==> src/rtl/ptf_pkg.sv <==
package ptf_pkg;

  localparam logic [1:0] OP_START_ABS = 2'd0;
  localparam logic [1:0] OP_START_REL = 2'd1;
  localparam logic [1:0] OP_FORWARD   = 2'd2;

  localparam int unsigned FIELD_BITS = 63;
  localparam int unsigned COUNT_BITS = 32;

  typedef enum logic {
    ALU_ADD,
    ALU_SUB
  } alu_op_t;

endpackage

==> src/rtl/ptf_alu.sv <==
module ptf_alu
  import ptf_pkg::*;
#(
  parameter int unsigned WIDTH = 64
) (
  input  logic [WIDTH-1:0] a,
  input  logic [WIDTH-1:0] b,
  input  alu_op_t          op,
  output logic [WIDTH:0]   res
);

  // top bit is carry for add, borrow for subtract
  always_comb begin
    unique case (op)
      ALU_ADD: res = {1'b0, a} + {1'b0, b};
      ALU_SUB: res = {1'b0, a} - {1'b0, b};
      default: res = '0;
    endcase
  end

endmodule

==> src/rtl/periodic_timer_forward_unit.sv <==
// Channel  | Handshake         | Payload
// ---------+-------------------+-------------------------------------------
// command  | start, busy       | operation, now_ns, value_ns
// result   | done (one cycle)  | overrun_count, expiry_ns, error_flag
//
// A transaction is taken when start is high and busy is low; busy is high until
// its result. An absolute start, an unused code or a zero-interval forward
// registers its result on the accepting edge and stays idle; a relative start
// passes through S_ADDV, an unexpired forward through S_DIFF, and an expired
// forward through S_DIFF, S_DIV, S_BASE and S_ADDV, the restoring divide
// running one quotient bit a cycle through the shared adder/subtractor. rst
// (synchronous) clears the expiry to zero and goes idle.
// The receiver cannot stall; done marks each result for exactly one cycle.
module periodic_timer_forward_unit
  import ptf_pkg::*;
#(
  parameter int unsigned TIME_BITS = 63
) (
  input  logic                  clk,
  input  logic                  rst,
  input  logic                  start,
  output logic                  busy,
  input  logic [1:0]            operation,
  input  logic [FIELD_BITS-1:0] now_ns,
  input  logic [FIELD_BITS-1:0] value_ns,
  output logic                  done,
  output logic [COUNT_BITS-1:0] overrun_count,
  output logic [FIELD_BITS-1:0] expiry_ns,
  output logic                  error_flag
);

  localparam int unsigned W     = TIME_BITS;
  localparam int unsigned CNT_W = $clog2(TIME_BITS);
  localparam logic [63:0] TMAX64 = {64{1'b1}} >> (64 - TIME_BITS);
  localparam logic [W-1:0] TIME_MAX = TMAX64[W-1:0];

  typedef enum logic [2:0] {
    S_IDLE,
    S_DIFF,
    S_DIV,
    S_BASE,
    S_ADDV
  } state_t;

  state_t           state;
  logic [W-1:0]     expiry;
  logic [W-1:0]     now_r;
  logic [W-1:0]     val_r;
  logic [W-1:0]     quo;
  logic [W-1:0]     rem;
  logic [W-1:0]     sum_a;
  logic [CNT_W-1:0] cnt;

  logic [63:0]  now64;
  logic [63:0]  val64;
  logic [63:0]  exp64;
  logic [W-1:0] now_clamp;
  logic [W-1:0] val_clamp;

  logic [W:0]   alu_a;
  logic [W:0]   alu_b;
  alu_op_t      alu_op;
  logic [W+1:0] alu_res;
  logic         alu_borrow;
  logic [COUNT_BITS-1:0] overrun_next;

  assign now64     = 64'(now_ns);
  assign val64     = 64'(value_ns);
  assign now_clamp = (now64 > TMAX64) ? TIME_MAX : now64[W-1:0];
  assign val_clamp = (val64 > TMAX64) ? TIME_MAX : val64[W-1:0];

  assign exp64     = 64'(expiry);
  assign busy      = (state != S_IDLE);

  always_comb begin
    alu_a  = {1'b0, now_r};
    alu_b  = {1'b0, expiry};
    alu_op = ALU_SUB;
    unique case (state)
      S_IDLE: begin
        alu_a = '0;
        alu_b = '0;
      end
      S_DIFF: begin
        alu_a = {1'b0, now_r};
        alu_b = {1'b0, expiry};
      end
      S_DIV: begin
        alu_a = {rem, quo[W-1]};
        alu_b = {1'b0, val_r};
      end
      S_BASE: begin
        alu_a = {1'b0, now_r};
        alu_b = {1'b0, rem};
      end
      S_ADDV: begin
        alu_a  = {1'b0, sum_a};
        alu_b  = {1'b0, val_r};
        alu_op = ALU_ADD;
      end
      default: begin
        alu_a = '0;
        alu_b = '0;
      end
    endcase
  end

  ptf_alu #(
    .WIDTH(W + 1)
  ) u_alu (
    .a  (alu_a),
    .b  (alu_b),
    .op (alu_op),
    .res(alu_res)
  );

  assign alu_borrow = alu_res[W+1];

  // overrun = quotient + 1, saturated
  assign overrun_next = (65'(quo) >= 65'h0_FFFF_FFFF) ? {COUNT_BITS{1'b1}}
                                                      : quo[COUNT_BITS-1:0] + 1'b1;

  always_ff @(posedge clk) begin
    if (rst) begin
      state  <= S_IDLE;
      done   <= 1'b0;
      expiry <= '0;
    end else begin
      unique case (state)
        S_IDLE: begin
          if (start) begin
            now_r         <= now_clamp;
            val_r         <= val_clamp;
            overrun_count <= '0;
            error_flag    <= (operation == OP_FORWARD) && (val_clamp == '0);
            priority if (operation == OP_START_ABS) begin
              expiry    <= val_clamp;
              expiry_ns <= FIELD_BITS'(64'(val_clamp));
              done      <= 1'b1;
            end else if (operation == OP_START_REL) begin
              sum_a <= now_clamp;
              done  <= 1'b0;
              state <= S_ADDV;
            end else if (operation == OP_FORWARD) begin
              if (val_clamp == '0) begin
                expiry_ns  <= exp64[FIELD_BITS-1:0];
                done       <= 1'b1;
              end else begin
                done  <= 1'b0;
                state <= S_DIFF;
              end
            end else begin
              expiry_ns <= exp64[FIELD_BITS-1:0];
              done      <= 1'b1;
            end
          end else begin
            done <= 1'b0;
          end
        end
        S_DIFF: begin
          if (alu_borrow) begin
            expiry_ns <= exp64[FIELD_BITS-1:0];
            done      <= 1'b1;
            state     <= S_IDLE;
          end else begin
            quo   <= alu_res[W-1:0];
            rem   <= '0;
            cnt   <= CNT_W'(TIME_BITS - 1);
            done  <= 1'b0;
            state <= S_DIV;
          end
        end
        S_DIV: begin
          quo  <= {quo[W-2:0], ~alu_borrow};
          rem  <= alu_borrow ? {rem[W-2:0], quo[W-1]} : alu_res[W-1:0];
          cnt  <= cnt - 1'b1;
          done <= 1'b0;
          if (cnt == '0) begin
            state <= S_BASE;
          end
        end
        S_BASE: begin
          // now - remainder, then one interval on top
          sum_a         <= alu_res[W-1:0];
          overrun_count <= overrun_next;
          done          <= 1'b0;
          state         <= S_ADDV;
        end
        S_ADDV: begin
          if (alu_res[W]) begin
            expiry    <= TIME_MAX;
            expiry_ns <= TMAX64[FIELD_BITS-1:0];
          end else begin
            expiry    <= alu_res[W-1:0];
            expiry_ns <= FIELD_BITS'(64'(alu_res[W-1:0]));
          end
          done  <= 1'b1;
          state <= S_IDLE;
        end
        default: begin
          done  <= 1'b0;
          state <= S_IDLE;
        end
      endcase
    end
  end

endmodule
==> config.mk <==
export PLATFORM = sky130hd
export DESIGN_NAME = periodic_timer_forward_unit
export DESIGN_NICKNAME = d
export VERILOG_FILES = /design/src/rtl/ptf_pkg.sv /design/src/rtl/ptf_alu.sv /design/src/rtl/periodic_timer_forward_unit.sv
export SDC_FILE = /design/constraint.sdc
export NUM_CORES = 1
export LEC_CHECK = 0
export BUFFER_PORTS_ARGS = -buffer_cell sky130_fd_sc_hd__buf_4
export CORE_UTILIZATION = 50
export DETAILED_ROUTE_END_ITERATION = 12
export PLACE_DENSITY = 0.79
export SYNTH_ARGS = -nofsm -noshare
export SYNTH_HDL_FRONTEND = slang
export SYNTH_SLANG_ARGS = --single-unit
==> constraint.sdc <==
create_clock -name clk -period 22.4 [get_ports clk]
set_input_delay 4.48 -clock clk [delete_from_list [all_inputs] [get_ports clk]]
set_output_delay 4.48 -clock clk [all_outputs]
set_load 0.02 [all_outputs]
==> impl_results.md <==
- Synth unique cells: 82
- Yosys warns: 0
- Clock slew at the register clock pins of the worst setup and hold paths: around 0.06 ns
- Placed cells: ~3800
- Sequential-to-total area share from yosys stat: between 40% and 50%
- Initial core utilization: between 50% and 60%
- N_diodes: 0
- Vias in the first global route: around 24000
- Slew headroom: 22.0%
- Slew Limit Fails: 0
- Setup TNS: 0 ns
- CTS Sinks: 484
- Vert. Die Dim: about 240 um
- Synth area leader: edfxtp_1
- Worst Path Required: 22.63 ns
- Worst skew pair latency: approximately 0.62 ns
- Vias/cell: 6.66
- Top_reg_cell synth: edfxtp_1
- Post-CTS Setup Bufs: 0
- H-tree depth: 2
- Synth Area per Inst: between 9 and 10 um2
- Actual slew at the worst max-slew pin: about 1.2 ns
- Most numerous cell in the Yosys netlist: nand2_1
- Initial antenna violation count: 0
- Root buf cell: clkbuf_16
- Worst hold margin: approximately 0.52 ns
- Non-Filler Instances: ~3900
- Top post-synthesis cells by count: 456 x nand2_1, 417 x edfxtp_1, 389 x a21oi_1
- Post-Syn Nets: around 3300
- Util after Layout: around 57%
- FILL cells: roughly 5000
- IO buf count: about 230
- Clock Skews: approximately 0.022 ns
- P&R area growth vs syn: 11.4%
- Min-delay worst type: flop to flop
- Die X: ~240 um
- Final net count: roughly 3300
- EDFF count, synth: roughly 420
- Top cell type's share of synthesized area: 42.6%
- First-pass GRT wire length: between 100000 and 150000 um
- GPL Wtd Cong: between 1 and 1.5
- Cell area after synthesis: 0.0294 mm2
- Row cnt: 88
- Setup violations, final: 0
- IO Pins: roughly 230
- Mapped Cells: between 3000 and 4000
- DRC: 0
- Share of cells above drive strength 1: about 14%
- Critical Path End Type: flop
- Drt first pass iters: 8
- Number of max-cap violations: 0
- Wirelength per Cell: approximately 25 um
- Final Hold Viols: 0
- Hold_buf cts: 0
- Tmin final: slightly below 10 ns
- Crit path kind: flop to flop
- Clock Tree Buf Depth: 3
- Critical Path Fanout Max: 77
- Routed WL: 96900 um
- Post-CTS Resized: 0
- FF+latch count, synth: ~480
- Pin count of the biggest net entering global routing: 93
- Grt ovf: 0
- Detailed router's first-iteration violation count: around 3400
- Synth area leaders: edfxtp_1 43%, a21oi_1 6.6%, nand2_1 5.8%
- Crit path DAT: 10.15 ns
- Max Fclk: about 100 MHz
- RSZ-0062 raised after global routing: false
- Critical Path Source Type: flop
- Period utilization: 44.3%
- CTS tree: done
- Num CTS Buffers: 51
- Post-synthesis async set-or-reset flop share: 0%
- Core ar.: about 0.058 mm2
- Via count: 25814
- Total GRT Usage: 31.8%
- DRT antenna net count: 0
- Status: finished clean
- Post-DP HPWL: approximately 67000 um
- Die area: about 0.06 mm2
==> critical path, cell delays in order, from the launching register on <==
cell and delay [ns]:
dfxtp_4 0.61, buf_4 0.68, buf_4 0.63, mux2_2 0.40
a22oi_1 0.14, o21ai_1 0.15, or3_4 0.43, or4_4 0.57
nor3_4 0.36, nand2_2 0.17, nor3_1 0.49, a41oi_1 0.22
xnor2_1 0.17, ha_1 0.39, and2_1 0.22, and3_1 0.21
a21oi_1 0.15, o211ai_1 0.12, and2_1 0.15, a211oi_1 0.39
o21ai_0 0.33, xor2_4 0.38, nor3b_2 0.32, o21a_4 0.71
buf_4 0.95
==> cells in the final DEF (no fill, tap or decap), drive strengths merged, types with 30 or more instances in the layout <==
cell type and count:
nand4 40, nor2 88, a22oi 97, o21ai 278, edfxtp 417, or2 63, a311oi 60, nand2 457
ha 72, mux2 41, buf 265, a21oi 390, inv 39, clkbuf 62, mux2i 30, xnor2 81
a221o 62, dfxtp 67, xor2 69, nand3 31
==> per-stage QoR <==
step           cell area (um2)  setup slack, ns
2_1_floorplan            29400             9.95
6_report                 32700            12.48
4_1_cts                  32700            12.53
5_1_grt                  32700            11.98
3_3_place_gp             31000            12.77
3_5_place_dp             31000            12.56
==> final timing paths <==
check | start | to | slack, ns | cells past startpoint
worst max-delay path | state[1]$_SDFFE_PP0P_ | quo[15]$_DFFE_PP_ | 12.48 | 24
worst min register to register | expiry[0]$_SDFFE_PP0P_ | expiry[0]$_SDFFE_PP0P_ | 0.52 | 2
worst min-delay path | expiry[0]$_SDFFE_PP0P_ | expiry[0]$_SDFFE_PP0P_ | 0.52 | 2
worst max register to register | state[1]$_SDFFE_PP0P_ | quo[15]$_DFFE_PP_ | 12.48 | 24
==> kinds of logic (layout without fill, tap and decap cells) <==
kind of cell / Yosys count / count (layout) / share of synthesized area (%)
mux: 71 / 71 / 2.60
buf+inv: 390 / 396 / 5.44
compound gates: 1086 / 1086 / 23.3
fa+ha+maj: 73 / 73 / 3.13
flops: 484 / 484 / 47.1
simple gates: 850 / 850 / 13.9
xor+xnor: 150 / 150 / 4.47
==> layer usage <==
layer  track usage (%)  part of all wire (%)
met4              14.3                   4.7
met3              5.93                    11
met5                 0                     0
met1              42.8                    39
met2              49.7                    45
==> flip-flops by register name, summed over array words and instances, names as in the netlist <==
name           flops
expiry            63
now_r             63
done               1
state              3
error_flag         1
expiry_ns         63
cnt                6
quo               63
overrun_count     32
rem               63
val_r             63
sum_a             63
==> layout make-up <==
cell class                 count  area (um2)  share of cell area (%)
sequential                   484       13900                    42.4
multi-input combinational   2230       14100                    43.0
clock inverter                34         332                    1.01
tap                          765         957                    2.92
clock buffer                  62        1370                    4.18
inverter                      35         131                   0.401
timing repair buffer         265        1990                    6.07
Power is not shown: default switching activity piles up to over one toggle a cycle in this logic, so the estimate is an artifact.
